[config.mk]
export PLATFORM = sky130hd
export DESIGN_NAME = serpentine_run_segment_extractor_top
export DESIGN_NICKNAME = d
export VERILOG_FILES = /design/src/sv/srse_pkg.sv /design/src/sv/srse_queue.sv /design/src/sv/srse_front.sv /design/src/sv/srse_back.sv /design/src/sv/serpentine_run_segment_extractor_top.sv
export SDC_FILE = /design/constraint.sdc
export NUM_CORES = 1
export LEC_CHECK = 0
export BUFFER_PORTS_ARGS = -buffer_cell sky130_fd_sc_hd__buf_2
export CAP_MARGIN = 0
export CORE_MARGIN = 3
export CORE_UTILIZATION = 45
export DETAILED_ROUTE_END_ITERATION = 16
export PLACE_DENSITY = 0.61
export SYNTH_ARGS = -nofsm -noshare
export SYNTH_HDL_FRONTEND = slang
export SYNTH_SLANG_ARGS = --single-unit
[constraint.sdc]
create_clock -name i_clk -period 8.45 [get_ports i_clk]
set_input_delay 1.69 -clock i_clk [delete_from_list [all_inputs] [get_ports i_clk]]
set_output_delay 1.69 -clock i_clk [all_outputs]
set_load 0.03 [all_outputs]
[src/sv/srse_pkg.sv]
// ----------------------------------------------------------------------------
// srse_pkg
// Shared widths, register indexes and the segment type of the serpentine
// run segment extractor.
// ----------------------------------------------------------------------------
package srse_pkg;

    localparam int ROW_IDX_W   = 10;
    localparam int COL_OUT_W   = 5;
    localparam int CFG_COLS_W  = 6;
    localparam int CFG_ROWS_W  = 11;
    localparam int CFG_DATA_W  = 11;
    localparam int CFG_IDX_W   = 1;
    localparam int IN_BITS_W   = 32;
    localparam int MAX_SEGS    = 16;
    localparam int SEG_CNT_W   = 4;
    localparam int QUEUE_DEPTH = 2;

    localparam logic [CFG_COLS_W-1:0] COLS_RESET = 6'd30;
    localparam logic [CFG_ROWS_W-1:0] ROWS_RESET = 11'd8;
    localparam logic [CFG_ROWS_W-1:0] ROWS_MAX   = 11'd1024;

    typedef logic [CFG_IDX_W-1:0] t_cfg_idx;
    localparam t_cfg_idx CFG_COLUMNS = 1'b0;
    localparam t_cfg_idx CFG_ROWS    = 1'b1;

    typedef struct packed {
        logic [ROW_IDX_W-1:0] row_index;
        logic [COL_OUT_W-1:0] start_col;
        logic [COL_OUT_W-1:0] end_col;
        logic                 last_segment;
    } t_seg;

endpackage

[src/sv/srse_queue.sv]
// ----------------------------------------------------------------------------
// srse_queue
// Small register queue that decouples the row classifier from the extractor.
// ----------------------------------------------------------------------------
module srse_queue #(
    parameter int W     = 8,
    parameter int DEPTH = 2
) (
    input  logic         i_clk,
    input  logic         i_rst_n,
    input  logic         i_push,
    input  logic [W-1:0] i_data,
    output logic         o_full,
    input  logic         i_pop,
    output logic [W-1:0] o_data,
    output logic         o_empty
);

    localparam int PW = (DEPTH > 1) ? $clog2(DEPTH) : 1;
    localparam int CW = $clog2(DEPTH + 1);

    logic [W-1:0]  r_mem [DEPTH];
    logic [PW-1:0] r_wp;
    logic [PW-1:0] r_rp;
    logic [CW-1:0] r_cnt;
    logic          do_push;
    logic          do_pop;

    assign o_full  = (r_cnt == CW'(DEPTH));
    assign o_empty = (r_cnt == '0);
    assign o_data  = r_mem[r_rp];
    assign do_push = i_push && !o_full;
    assign do_pop  = i_pop && !o_empty;

    always_ff @(posedge i_clk) begin
        if (!i_rst_n) begin
            r_wp  <= '0;
            r_rp  <= '0;
            r_cnt <= '0;
        end else begin
            if (do_push) begin
                r_wp <= (r_wp == PW'(DEPTH - 1)) ? '0 : r_wp + PW'(1);
            end
            if (do_pop) begin
                r_rp <= (r_rp == PW'(DEPTH - 1)) ? '0 : r_rp + PW'(1);
            end
            if (do_push && !do_pop) begin
                r_cnt <= r_cnt + CW'(1);
            end else if (do_pop && !do_push) begin
                r_cnt <= r_cnt - CW'(1);
            end
        end
    end

    always_ff @(posedge i_clk) begin
        if (do_push) begin
            r_mem[r_wp] <= i_data;
        end
    end

endmodule

[src/sv/srse_front.sv]
// ----------------------------------------------------------------------------
// srse_front
// Holds configuration and the row counter, masks each row to the valid
// columns and puts it into scan order for the extractor.
// ----------------------------------------------------------------------------
module srse_front
    import srse_pkg::*;
#(
    parameter int ROW_WIDTH = 32,
    parameter int EW        = 6
) (
    input  logic                  i_clk,
    input  logic                  i_rst_n,
    input  logic                  i_cfg_valid,
    input  t_cfg_idx              i_cfg_index,
    input  logic [CFG_DATA_W-1:0] i_cfg_data,
    input  logic                  i_accept,
    input  logic [IN_BITS_W-1:0]  i_row_bits,
    output logic                  o_q_push,
    output logic [ROW_WIDTH-1:0]  o_vec,
    output logic                  o_rev,
    output logic [EW-1:0]         o_cols,
    output logic [ROW_IDX_W-1:0]  o_row
);

    localparam int CMW = (EW > CFG_COLS_W) ? EW : CFG_COLS_W;

    logic [CFG_COLS_W-1:0] r_cols_cfg;
    logic [CFG_ROWS_W-1:0] r_rows_cfg;
    logic [ROW_IDX_W-1:0]  r_row;
    logic                  r_rev;

    logic [CMW-1:0]        cols_ext;
    logic [CMW-1:0]        cols_lim;
    logic [EW-1:0]         cols_eff;
    logic [ROW_WIDTH-1:0]  masked;
    logic [ROW_WIDTH-1:0]  flipped;
    logic [ROW_WIDTH-1:0]  scan_vec;
    logic [CFG_ROWS_W-1:0] rows_eff;
    logic [CFG_ROWS_W-1:0] next_row;

    assign cols_ext = CMW'(r_cols_cfg);
    assign cols_lim = CMW'(ROW_WIDTH);
    assign cols_eff = (cols_ext > cols_lim) ? EW'(cols_lim) : EW'(cols_ext);
    assign masked   = ROW_WIDTH'(i_row_bits) & ~({ROW_WIDTH{1'b1}} << cols_eff);

    always_comb begin
        for (int i = 0; i < ROW_WIDTH; i++) begin
            flipped[i] = masked[ROW_WIDTH-1-i];
        end
    end

    // In reverse scan, position k of the vector is column cols-1-k.
    assign scan_vec = r_rev ? (flipped >> (EW'(ROW_WIDTH) - cols_eff)) : masked;

    always_comb begin
        priority if (r_rows_cfg == '0) begin
            rows_eff = CFG_ROWS_W'(1);
        end else if (r_rows_cfg > ROWS_MAX) begin
            rows_eff = ROWS_MAX;
        end else begin
            rows_eff = r_rows_cfg;
        end
    end

    assign next_row = CFG_ROWS_W'(r_row) + CFG_ROWS_W'(1);

    assign o_q_push = i_accept && (masked != '0);
    assign o_vec    = scan_vec;
    assign o_rev    = r_rev;
    assign o_cols   = cols_eff;
    assign o_row    = r_row;

    always_ff @(posedge i_clk) begin
        if (!i_rst_n) begin
            r_cols_cfg <= COLS_RESET;
            r_rows_cfg <= ROWS_RESET;
            r_row      <= '0;
            r_rev      <= 1'b0;
        end else begin
            if (i_cfg_valid) begin
                unique case (i_cfg_index)
                    CFG_COLUMNS: r_cols_cfg <= i_cfg_data[CFG_COLS_W-1:0];
                    CFG_ROWS:    r_rows_cfg <= i_cfg_data[CFG_ROWS_W-1:0];
                    default:     r_rows_cfg <= r_rows_cfg;
                endcase
            end
            if (i_accept) begin
                if (next_row >= rows_eff) begin
                    r_row <= '0;
                    r_rev <= 1'b0;
                end else begin
                    r_row <= next_row[ROW_IDX_W-1:0];
                    r_rev <= !r_rev;
                end
            end
        end
    end

endmodule

[src/sv/srse_back.sv]
// ----------------------------------------------------------------------------
// srse_back
// Peels one run per cycle off a scan-ordered row, while the output register
// is empty or being popped, and presents it as a segment in that register.
// ----------------------------------------------------------------------------
module srse_back
    import srse_pkg::*;
#(
    parameter int ROW_WIDTH = 32,
    parameter int EW        = 6
) (
    input  logic                 i_clk,
    input  logic                 i_rst_n,
    input  logic                 i_q_empty,
    input  logic [ROW_WIDTH-1:0] i_vec,
    input  logic                 i_rev,
    input  logic [EW-1:0]        i_cols,
    input  logic [ROW_IDX_W-1:0] i_row,
    output logic                 o_q_pop,
    input  logic                 i_pop,
    output logic                 o_empty,
    output t_seg                 o_seg
);

    localparam int MW = (EW > COL_OUT_W) ? EW : COL_OUT_W;

    typedef enum logic {
        S_IDLE,
        S_RUN
    } t_state;

    t_state               r_state;
    logic [ROW_WIDTH-1:0] r_vec;
    logic                 r_rev;
    logic [EW-1:0]        r_cols;
    logic [ROW_IDX_W-1:0] r_row;
    logic [SEG_CNT_W-1:0] r_cnt;
    logic                 r_out_valid;
    t_seg                 r_out;

    logic                 take;
    logic                 step;
    logic [ROW_WIDTH-1:0] src;
    logic                 src_rev;
    logic [EW-1:0]        src_cols;
    logic [ROW_IDX_W-1:0] src_row;
    logic [SEG_CNT_W-1:0] src_cnt;
    logic [ROW_WIDTH-1:0] low_bit;
    logic [ROW_WIDTH:0]   sum;
    logic [ROW_WIDTH:0]   brk;
    logic [ROW_WIDTH-1:0] rest;
    logic [EW-1:0]        k_start;
    logic [EW-1:0]        k_end;
    logic [MW-1:0]        c_start;
    logic [MW-1:0]        c_end;
    logic                 last;

    assign take     = !r_out_valid || i_pop;
    assign step     = take && ((r_state == S_RUN) || !i_q_empty);
    assign o_q_pop  = take && (r_state == S_IDLE) && !i_q_empty;

    assign src      = (r_state == S_RUN) ? r_vec  : i_vec;
    assign src_rev  = (r_state == S_RUN) ? r_rev  : i_rev;
    assign src_cols = (r_state == S_RUN) ? r_cols : i_cols;
    assign src_row  = (r_state == S_RUN) ? r_row  : i_row;
    assign src_cnt  = (r_state == S_RUN) ? r_cnt  : '0;

    // Adding the lowest set bit clears the first run and sets the bit after it.
    assign low_bit  = src & (~src + ROW_WIDTH'(1));
    assign sum      = {1'b0, src} + {1'b0, low_bit};
    assign brk      = sum & ~{1'b0, src};
    assign rest     = src & sum[ROW_WIDTH-1:0];

    always_comb begin
        k_start = '0;
        k_end   = '0;
        for (int i = 0; i < ROW_WIDTH; i++) begin
            if (low_bit[i]) begin
                k_start = k_start | EW'(i);
            end
        end
        for (int i = 0; i <= ROW_WIDTH; i++) begin
            if (brk[i]) begin
                k_end = k_end | EW'(i);
            end
        end
        k_end = k_end - EW'(1);
    end

    assign c_start = src_rev ? (MW'(src_cols) - MW'(1) - MW'(k_start)) : MW'(k_start);
    assign c_end   = src_rev ? (MW'(src_cols) - MW'(1) - MW'(k_end))   : MW'(k_end);
    assign last    = (rest == '0) || (src_cnt == SEG_CNT_W'(MAX_SEGS - 1));

    assign o_empty = !r_out_valid;
    assign o_seg   = r_out;

    always_ff @(posedge i_clk) begin
        if (!i_rst_n) begin
            r_state     <= S_IDLE;
            r_out_valid <= 1'b0;
            r_cnt       <= '0;
        end else begin
            if (step) begin
                r_out_valid        <= 1'b1;
                r_out.row_index    <= src_row;
                r_out.start_col    <= c_start[COL_OUT_W-1:0];
                r_out.end_col      <= c_end[COL_OUT_W-1:0];
                r_out.last_segment <= last;
                r_vec              <= rest;
                r_rev              <= src_rev;
                r_cols             <= src_cols;
                r_row              <= src_row;
                r_cnt              <= src_cnt + SEG_CNT_W'(1);
                r_state            <= last ? S_IDLE : S_RUN;
            end else if (i_pop) begin
                r_out_valid <= 1'b0;
            end
        end
    end

endmodule

[src/sv/serpentine_run_segment_extractor_top.sv]
// ----------------------------------------------------------------------------
// serpentine_run_segment_extractor_top
// Serpentine run segment extractor: one bitmap row in, one segment out per
// run of set pixels, scanned alternately left to right and right to left.
//
//   Channel  Handshake           Payload
//   -------  ------------------  --------------------------------------------
//   row in   push / full         i_row_bits
//   segment  empty / pop         o_row_index, o_start_col, o_end_col,
//                                o_last_segment
//   config   i_cfg_valid/ready   i_cfg_index, i_cfg_data
//
// The extractor turns a row with n runs into n segments, at most 16, one run
// per cycle while the output is not stalled; an empty row is retired in its
// accept cycle and never reaches the extractor.
// The classifier takes a row each cycle while the two-entry queue has room.
// Both sides stall independently; the output register holds a segment until
// it is popped. Reset is synchronous and needs no clearing pass.
// ----------------------------------------------------------------------------
module serpentine_run_segment_extractor_top
    import srse_pkg::*;
#(
    parameter int ROW_WIDTH = 32
) (
    input  logic                  i_clk,
    input  logic                  i_rst_n,
    input  logic                  push,
    output logic                  full,
    input  logic [IN_BITS_W-1:0]  i_row_bits,
    output logic                  empty,
    input  logic                  pop,
    output logic [ROW_IDX_W-1:0]  o_row_index,
    output logic [COL_OUT_W-1:0]  o_start_col,
    output logic [COL_OUT_W-1:0]  o_end_col,
    output logic                  o_last_segment,
    input  logic                  i_cfg_valid,
    output logic                  o_cfg_ready,
    input  t_cfg_idx              i_cfg_index,
    input  logic [CFG_DATA_W-1:0] i_cfg_data
);

    localparam int EW = $clog2(ROW_WIDTH + 1);
    localparam int QW = ROW_WIDTH + 1 + EW + ROW_IDX_W;

    logic                 accept;
    logic                 f_push;
    logic [ROW_WIDTH-1:0] f_vec;
    logic                 f_rev;
    logic [EW-1:0]        f_cols;
    logic [ROW_IDX_W-1:0] f_row;
    logic [QW-1:0]        q_head;
    logic                 q_full;
    logic                 q_empty;
    logic                 q_pop;
    t_seg                 seg;

    assign accept      = push && !q_full;
    assign full        = q_full;
    assign o_cfg_ready = 1'b1;

    srse_front #(
        .ROW_WIDTH (ROW_WIDTH),
        .EW        (EW)
    ) u_front (
        .i_clk       (i_clk),
        .i_rst_n     (i_rst_n),
        .i_cfg_valid (i_cfg_valid),
        .i_cfg_index (i_cfg_index),
        .i_cfg_data  (i_cfg_data),
        .i_accept    (accept),
        .i_row_bits  (i_row_bits),
        .o_q_push    (f_push),
        .o_vec       (f_vec),
        .o_rev       (f_rev),
        .o_cols      (f_cols),
        .o_row       (f_row)
    );

    srse_queue #(
        .W     (QW),
        .DEPTH (QUEUE_DEPTH)
    ) u_queue (
        .i_clk   (i_clk),
        .i_rst_n (i_rst_n),
        .i_push  (f_push),
        .i_data  ({f_vec, f_rev, f_cols, f_row}),
        .o_full  (q_full),
        .i_pop   (q_pop),
        .o_data  (q_head),
        .o_empty (q_empty)
    );

    srse_back #(
        .ROW_WIDTH (ROW_WIDTH),
        .EW        (EW)
    ) u_back (
        .i_clk     (i_clk),
        .i_rst_n   (i_rst_n),
        .i_q_empty (q_empty),
        .i_vec     (q_head[QW-1 -: ROW_WIDTH]),
        .i_rev     (q_head[EW + ROW_IDX_W]),
        .i_cols    (q_head[ROW_IDX_W +: EW]),
        .i_row     (q_head[ROW_IDX_W-1:0]),
        .o_q_pop   (q_pop),
        .i_pop     (pop),
        .o_empty   (empty),
        .o_seg     (seg)
    );

    assign o_row_index    = seg.row_index;
    assign o_start_col    = seg.start_col;
    assign o_end_col      = seg.end_col;
    assign o_last_segment = seg.last_segment;

endmodule

==> results of run 1 <==
## critical path, cell delays in order (launching register included)
cell	delay (ps)
sky130_fd_sc_hd__dfxtp_2	600
sky130_fd_sc_hd__buf_4	560
sky130_fd_sc_hd__mux2i_1	320
sky130_fd_sc_hd__o21a_1	370
sky130_fd_sc_hd__nand4_1	330
sky130_fd_sc_hd__nor4_4	440
sky130_fd_sc_hd__and2_0	440
sky130_fd_sc_hd__nor2_1	100
sky130_fd_sc_hd__a311o_1	390
sky130_fd_sc_hd__nor3_2	160
sky130_fd_sc_hd__nor4b_1	450
sky130_fd_sc_hd__o41a_1	300
sky130_fd_sc_hd__ha_1	200
sky130_fd_sc_hd__xor2_1	220
sky130_fd_sc_hd__ha_1	310
sky130_fd_sc_hd__a21o_1	200
sky130_fd_sc_hd__a21oi_1	210
sky130_fd_sc_hd__xor2_1	240
sky130_fd_sc_hd__nand2_1	120
sky130_fd_sc_hd__a32o_1	260
sky130_fd_sc_hd__o211ai_1	150
## sequential cells by signal (all words and copies together) (netlist names), 2 cells and up, named ones only
name                flops
u_back.r_vec           31
u_front.o_row          10
u_front.cols_ext        6
u_queue.r_cnt           2
u_front.r_rows_cfg     11
u_back.r_cols           5
u_queue.r_mem          96
u_back.o_seg           21
u_back.r_cnt            4
## cells by family after synthesis
| logic type | after synthesis | synth area share, % |
|---|---|---|
| AO/OA/AOI/OAI | 391 | 20.63 |
| multiplexers | 117 | 9.520 |
| XOR/XNOR | 25 | 1.716 |
| other | 2 | 0.05885 |
| buffers and inverters | 109 | 3.736 |
| AND/OR/NAND/NOR | 506 | 19.02 |
| flip-flops | 193 | 42.36 |
| adder cells (fa/ha/maj) | 29 | 2.961 |
## final cells by class
| cell class | count | area, sq um |
|---|---|---|
| multi-input combinational | 1070 | 6904 |
| sequential | 193 | 5410 |
| fill | 2593 | 13890 |
| timing repair buffer | 82 | 437.9 |
| inverter | 36 | 135.1 |
| clock buffer | 18 | 429.2 |
| clock inverter | 14 | 180.2 |
| tap | 378 | 473.0 |
## through the flow
stage               util, %  cell area, sq um  total power [mW]  hold slack, ps  setup WS, ps
global route          50.15             13970             5.516           512.7          1412
finish                50.15             13970             5.154           485.2          1924
CTS                   50.15             13970             5.135           488.5          1971
global placement      47.96             13360             4.306           469.6          2291
detailed placement    47.96             13360             4.296           476.0          2001
floorplan                 -             12760             3.612           452.5          3279
## routing by layer
layer  wire length (um)  track usage, %
met5                  0               0
met4               1491           10.22
met3               2590           3.451
met2              16460           37.40
met1              16450           33.63
## how the worst max path moves through the flow
stage | end | slack (ps)
final | u_back.o_seg[5] | 1920
after global routing | u_back.o_seg[5] | 1410
after CTS | u_back.o_seg[5] | 1970
after detailed placement | u_back.o_seg[5] | 2000
after global placement | u_back.o_seg[5] | 2290
after floorplan | u_queue.r_mem[0][0] | 3280
## synth_stat cells (11+ instances only)
master and n:
sky130_fd_sc_hd__nand2_1 194, sky130_fd_sc_hd__edfxtp_1 154, sky130_fd_sc_hd__o21ai_0 103, sky130_fd_sc_hd__nor2_1 99
sky130_fd_sc_hd__mux2i_1 96, sky130_fd_sc_hd__a21oi_1 57, sky130_fd_sc_hd__clkbuf_1 45, sky130_fd_sc_hd__nand3_1 45
sky130_fd_sc_hd__dfxtp_1 39, sky130_fd_sc_hd__o21a_1 36, sky130_fd_sc_hd__inv_1 32, sky130_fd_sc_hd__nor3_1 32
sky130_fd_sc_hd__ha_1 27, sky130_fd_sc_hd__o22ai_1 27, sky130_fd_sc_hd__and2_1 22, sky130_fd_sc_hd__a21boi_0 19
sky130_fd_sc_hd__o21ai_1 19, sky130_fd_sc_hd__a211oi_1 18, sky130_fd_sc_hd__mux2_2 18, sky130_fd_sc_hd__nand4_1 18
sky130_fd_sc_hd__xnor2_1 16, sky130_fd_sc_hd__a21o_1 15, sky130_fd_sc_hd__nor4_1 14, sky130_fd_sc_hd__buf_2 13
sky130_fd_sc_hd__nand2b_1 11, sky130_fd_sc_hd__nor2b_1 11, sky130_fd_sc_hd__or3_1 11
## cells in the final DEF, fill, tap and decap left out, drive strengths merged, types with 11 or more instances in the layout
master and instances:
nand2 194, edfxtp 154, o21ai 126, nor2 101
mux2i 97, buf 82, a21oi 58, nand3 45
inv 44, dfxtp 39, o21a 36, nor3 34
o22ai 27, ha 27, and2 23, a211oi 21
a21boi 20, mux2 19, nand4 18, clkbuf 18
xnor2 16, a21o 15, nor4 15, or3 11
nand2b 11, nor2b 11
## power groups by stage
stage | Sequential (mW) | Clock, mW | Combinational (mW)
floorplan | 1.49 | 0 | 2.12
global placement | 1.49 | 0 | 2.81
detailed placement | 1.50 | 0 | 2.80
CTS | 1.48 | 0.845 | 2.81
global route | 1.50 | 0.880 | 3.13
finish | 1.47 | 0.825 | 2.86
==> insert_results.sql, run 1 <==
INSERT INTO impl_metrics (metric_group, metric, value, unit) VALUES
('global_routing', 'pin_count_of_the_biggest_net_entering_global_routing', '63', ''),
('global_routing', 'first_global_vias', '10390', ''),
('sta', 'layout_min_cycle_time', '6526', 'ps'),
('power', 'internal-power', '2.752', 'mW'),
('critical_path', 'worst-endpoint-arrival', '6810', 'ps'),
('clock_tree', 'cts_max_path_buffers', '2', ''),
('placement', 'gp_routability_congestion', '1.014', ''),
('drt', 'routed_wire_length_per_instance', '20.65', 'um'),
('yosys', 'dominantRegCellSynth', 'sky130_fd_sc_hd__edfxtp_1', ''),
('clock_tree', 'cts.sink_count', '193', ''),
('drt', 'routed_wirelength', '36.99', 'mm'),
('clock_tree', 'htree_levels', '4', ''),
('sta', 'setup-tns-final', '0', 'ps'),
('floorplan', 'die_x', '174.4', 'um'),
('power', 'power_per_cell_area', '369.0', 'nW/um^2'),
('global_routing', 'global_route.usage.total', '24.05', '%'),
('yosys', 'async_flop_share', '0', '%'),
('placement', 'hpwl', '28.26', 'mm'),
('clock_tree', 'clockRootBuffer', 'sky130_fd_sc_hd__clkbuf_16', ''),
('drt', 'drt_drc_violations_left', '0', ''),
('clock_tree', 'clkSlewWorstSetupHoldPaths', '90', 'ps'),
('floorplan', 'die_boundary_height', '174.4', 'um'),
('yosys', 'syn_area_per_cell', '9.301', 'sq um'),
('power', 'power.share.sequential', '28.6', '%'),
('clock_tree', 'post_cts_hold_buffer_count', '0', ''),
('drt', 'vias_per_cell', '6.112', ''),
('sta', 'final_max_slew_viol_count', '0', ''),
('final_layout', 'drive_gt1_share', '12.03', '%'),
('critical_path', 'critPathCaptureType', 'register', ''),
('yosys', 'ys_warn_count', '0', ''),
('drt', 'detail_route.first_pass.iterations', '5', ''),
('flow_run', 'max-cap-violations', '0', ''),
('min_path', 'hold_start', 'u_back.r_cnt[1]', ''),
('floorplan', 'placement_rows', '61', ''),
('power', 'swShare', '46.61', '%'),
('yosys', 'mappedNetlistNets', '1450', ''),
('critical_path', 'critical_path.reg2reg.endpoint', 'u_back.o_seg[5]', ''),
('critical_path', 'ff2ff_path_depth', '20', ''),
('placement', 'place.detailed.instances', '1759', ''),
('min_path', 'path_type_of_the_worst_min_delay_path', 'reg -> reg', ''),
('clock_tree', 'post-cts-setup-buffers', '0', ''),
('power', 'power.static_leakage', '5.033', 'nW'),
('critical_path', 'worstPathMaxFanout', '37', ''),
('yosys', 'netlist_area', '12760', 'sq um'),
('yosys', 'synth_top_cell_by_area', 'sky130_fd_sc_hd__edfxtp_1', ''),
('yosys', 'synth_largest_type_area_fraction', '36.24', '%'),
('min_path', 'hold_end', 'u_back.r_cnt[1]', ''),
('global_routing', 'antenna_found_initial', '0', ''),
('power', 'net-switching-power', '2.402', 'mW'),
('global_routing', 'grt_overflow', '0', ''),
('clock_tree', 'cts-resized-gates', '0', ''),
('final_layout', 'fin_cells', '1791', ''),
('global_routing', 'grt_first_pass_wirelength', '58.08', 'mm'),
('yosys', 'synth_top_cells_by_area', 'sky130_fd_sc_hd__edfxtp_1 36%, sky130_fd_sc_hd__mux2i_1 7.5%, sky130_fd_sc_hd__dfxtp_1 6.1%', ''),
('final_layout', 'layout-area-overhead-vs-synth', '9.471', '%'),
('power', 'clock_power_share', '16.0', '%'),
('final_layout', 'diodes', '0', ''),
('placement', 'io_buffers', '71', ''),
('final_layout', 'nNetsFinal', '1478', ''),
('power', 'combinationalPowerShare', '55.4', '%'),
('floorplan', 'fp.dieArea', '30410', 'sq um'),
('sta', 'fmax', '153.2', 'MHz'),
('power', 'max-vdd-ir-drop', '215.8', 'uV'),
('drt', 'drtAntennaViolNets', '0', ''),
('yosys', 'post_synth_inst_count', '1372', ''),
('sta', 'share_of_the_clock_period_used_by_the_worst_path', '77.23', '%'),
('yosys', 'synth-seq-cells', '193', ''),
('critical_path', 'reg2reg_setup_slack', '1920', 'ps'),
('outcome', 'run_status', 'finished clean', ''),
('drt', 'vias', '10950', ''),
('floorplan', 'pin_count', '73', '');
No activity file was read; power rests on OpenSTA's default activity.
==> inputs of run 2 (changes only) <==
clock period = 6.3 ns   (was 8.45 ns; I/O delays follow)
==> run 2 against run 1 <==
Against the previous run:
- die area unchanged
- via count hardly changed
- combinational power increased by 39%
- total power up 36%
- cell area is 1.6% higher
- maximum frequency increased by 10%
- sequential share of layout area shrank 0.60 points
- setup slack got worse by 1500 ps
- count of clock-buffer cells in the layout unchanged
- core utilization grew 0.79 points
- first-iteration DRC count grew 10%
==> insert_results.sql, run 2 (same netlist as run 1, synthesis figures left out) <==
INSERT INTO impl_metrics (metric_group, metric, value, unit) VALUES
('floorplan', 'die_x', '174.4', 'um'),
('sta', 'share_of_the_clock_period_used_by_the_worst_path', '93.91', '%'),
('clock_tree', 'cts-resized-gates', '0', ''),
('floorplan', 'die_boundary_height', '174.4', 'um'),
('critical_path', 'cp.required', '6570', 'ps'),
('clock_tree', 'clk_latency', '430', 'ps'),
('sta', 'layout_min_cycle_time', '5916', 'ps'),
('critical_path', 'worstPathMaxFanout', '16', ''),
('global_routing', 'pin_count_of_the_biggest_net_entering_global_routing', '62', ''),
('outcome', 'run_status', 'finished clean', ''),
('floorplan', 'placement_rows', '61', ''),
('drt', 'drtAntennaViolNets', '0', ''),
('sta', 'worst-slew-pin-transition', '1108', 'ps'),
('sta', 'skew', '19.51', 'ps'),
('clock_tree', 'cts_max_path_buffers', '2', ''),
('final_layout', 'drive_gt1_share', '13.98', '%'),
('critical_path', 'worst-endpoint-arrival', '6190', 'ps'),
('floorplan', 'fp.dieArea', '30410', 'sq um'),
('flow_run', 'max-cap-violations', '0', ''),
('sta', 'timing.hold.ws', '484.0', 'ps'),
('clock_tree', 'htree_levels', '4', ''),
('placement', 'gp_routability_congestion', '1.012', ''),
('min_path', 'path_type_of_the_worst_min_delay_path', 'reg -> reg', ''),
('global_routing', 'grt_first_pass_wirelength', '59.35', 'mm'),
('sta', 'relSlewSlack', '24.19', '%'),
('power', 'power_per_cell_area', '495.0', 'nW/um^2'),
('critical_path', 'critical_path_startpoint_category', 'register', ''),
('clock_tree', 'tritoncts_clock_tree', 'yes', ''),
('min_path', 'hold_start', 'u_back.r_cnt[1]', ''),
('power', 'power.static_leakage', '5.163', 'nW'),
('drt', 'routed_wire_length_per_instance', '21.08', 'um'),
('floorplan', 'core_area', '27860', 'sq um'),
('global_routing', 'first_global_vias', '10310', ''),
('drt', 'routed_wirelength', '38.28', 'mm'),
('clock_tree', 'post-cts-setup-buffers', '0', ''),
('final_layout', 'layout.area.seq', '5410', 'sq um'),
('power', 'max-vdd-ir-drop', '267.8', 'uV'),
('clock_tree', 'clkSlewWorstSetupHoldPaths', '90', 'ps'),
('sta', 'setup-tns-final', '0', 'ps'),
('drt', 'detail_route.first_pass.iterations', '6', ''),
('critical_path', 'ff2ff_path_depth', '19', ''),
('sta', 'report.final.hold_viol_count', '0', ''),
('final_layout', 'max_ffs_per_register', '96', ''),
('critical_path', 'critical_path.reg2reg.endpoint', 'u_back.o_seg[5]', ''),
('final_layout', 'diodes', '0', ''),
('clock_tree', 'cts.sink_count', '193', ''),
('sta', 'grt_setup_unrepaired', 'false', ''),
('floorplan', 'initial_core_util', '45.81', '%'),
('min_path', 'hold-path-cell-count', '2', ''),
('global_routing', 'antenna_found_initial', '0', ''),
('drt', 'vias_per_cell', '6.034', ''),
('final_layout', 'area_of_the_multi_input_gates', '6932', 'sq um'),
('critical_path', 'reg2reg_setup_slack', '380', 'ps'),
('clock_tree', 'clockRootBuffer', 'sky130_fd_sc_hd__clkbuf_16', ''),
('clock_tree', 'cts_buffers', '17', ''),
('drt', 'drt_drc_violations_left', '0', ''),
('final_layout', 'top_register', 'u_queue.r_mem', ''),
('critical_path', 'worst_setup_path_type', 'reg -> reg', ''),
('floorplan', 'pin_count', '73', ''),
('critical_path', 'critPathCaptureType', 'register', ''),
('min_path', 'hold_end', 'u_back.r_cnt[1]', ''),
('sta', 'setup_violations', '0', ''),
('drt', 'vias', '10960', ''),
('global_routing', 'grt_overflow', '0', ''),
('sta', 'final_max_slew_viol_count', '0', ''),
('final_layout', 'fill_cells', '2587', ''),
('final_layout', 'mostFrequentLayoutCell', 'sky130_fd_sc_hd__nand2_1', ''),
('final_layout', 'layout.cells.most_common_list', '194 x sky130_fd_sc_hd__nand2_1, 154 x sky130_fd_sc_hd__edfxtp_1, 102 x sky130_fd_sc_hd__o21ai_0', ''),
('sta', 'fmax', '169.0', 'MHz'),
('global_routing', 'global_route.usage.total', '24.69', '%'),
('placement', 'hpwl', '29.54', 'mm'),
('final_layout', 'nNetsFinal', '1503', ''),
('placement', 'io_buffers', '71', ''),
('clock_tree', 'post_cts_hold_buffer_count', '0', ''),
('final_layout', 'layout-area-overhead-vs-synth', '11.20', '%'),
('drt', 'drt_iter0_drc', '1223', '');
==> run 2: cell count changes in the layout (fill, tap and decap cells not counted), moves of 3 or more <==
cell	before	now
sky130_fd_sc_hd__buf_4	11	35
sky130_fd_sc_hd__inv_6	1	5
sky130_fd_sc_hd__inv_8	4	1
sky130_fd_sc_hd__o21ai_2	4	7
==> run 2: critical path, stage by stage (launching register included) <==
cell	delay (ps)
sky130_fd_sc_hd__dfxtp_2	610
sky130_fd_sc_hd__mux2_4	360
sky130_fd_sc_hd__or3_1	510
sky130_fd_sc_hd__o21ai_2	220
sky130_fd_sc_hd__nor4_1	120
sky130_fd_sc_hd__a211oi_2	500
sky130_fd_sc_hd__o21ai_0	260
sky130_fd_sc_hd__nor4b_1	420
sky130_fd_sc_hd__nand4b_1	240
sky130_fd_sc_hd__nor4b_2	430
sky130_fd_sc_hd__o41a_1	290
sky130_fd_sc_hd__ha_1	200
sky130_fd_sc_hd__xor2_1	200
sky130_fd_sc_hd__ha_1	300
sky130_fd_sc_hd__a21o_1	190
sky130_fd_sc_hd__a21oi_1	160
sky130_fd_sc_hd__xor2_1	210
sky130_fd_sc_hd__nand2_1	120
sky130_fd_sc_hd__a32o_1	270
sky130_fd_sc_hd__o211ai_1	150
==> run 2: metal layers <==
| layer | GRT usage, % | part of all wire, % |
|---|---|---|
| met5 | 0 | 0 |
| met4 | 9.048 | 3.7 |
| met3 | 2.883 | 5.6 |
| met2 | 38.89 | 45 |
| met1 | 35.16 | 46 |
==> run 2: cell type report <==
cell class / instances / area share, %
Clock inverter: 14 / 1.252
Sequential cell: 193 / 38.13
Tap cell: 378 / 3.333
Multi-Input combinational cell: 1070 / 48.85
Inverter: 36 / 0.9523
Clock buffer: 18 / 3.024
Timing Repair Buffer: 107 / 4.462
==> run 2: metrics by stage <==
| step | power (mW) | cell area [sq um] | cells | setup WS, ps | util (%) |
|---|---|---|---|---|---|
| 4_1_cts | 6.981 | 14150 | 1816 | 127.2 | 50.81 |
| 3_5_place_dp | 5.869 | 13550 | 1784 | 164.8 | 48.63 |
| 3_3_place_gp | 5.900 | 13550 | 1784 | 233.6 | 48.63 |
| 5_1_grt | 7.501 | 14190 | 1816 | 29.10 | 50.94 |
| 2_1_floorplan | 4.845 | 12760 | 1372 | 1338 | - |
| 6_report | 7.024 | 14190 | 1816 | 383.7 | 50.94 |
==> run 2: how the worst max path moves through the flow <==
stage | slack [ps] | to | depth (start not counted)
2_1_floorplan | 1340 | u_back.o_seg[5] | 23
5_1_grt | 30 | u_back.o_seg[5] | 19
6_report | 380 | u_back.o_seg[5] | 19
3_5_place_dp | 160 | u_back.o_seg[5] | 20
4_1_cts | 130 | u_back.o_seg[5] | 20
3_3_place_gp | 230 | u_back.o_seg[5] | 18
==> run 2: report_power, final <==
group          total, mW  internal, mW  switching [mW]
registers           1.97          1.81           0.162
logic               3.97          1.40            2.56
clock network       1.09         0.545           0.541
total               7.02          3.76            3.27
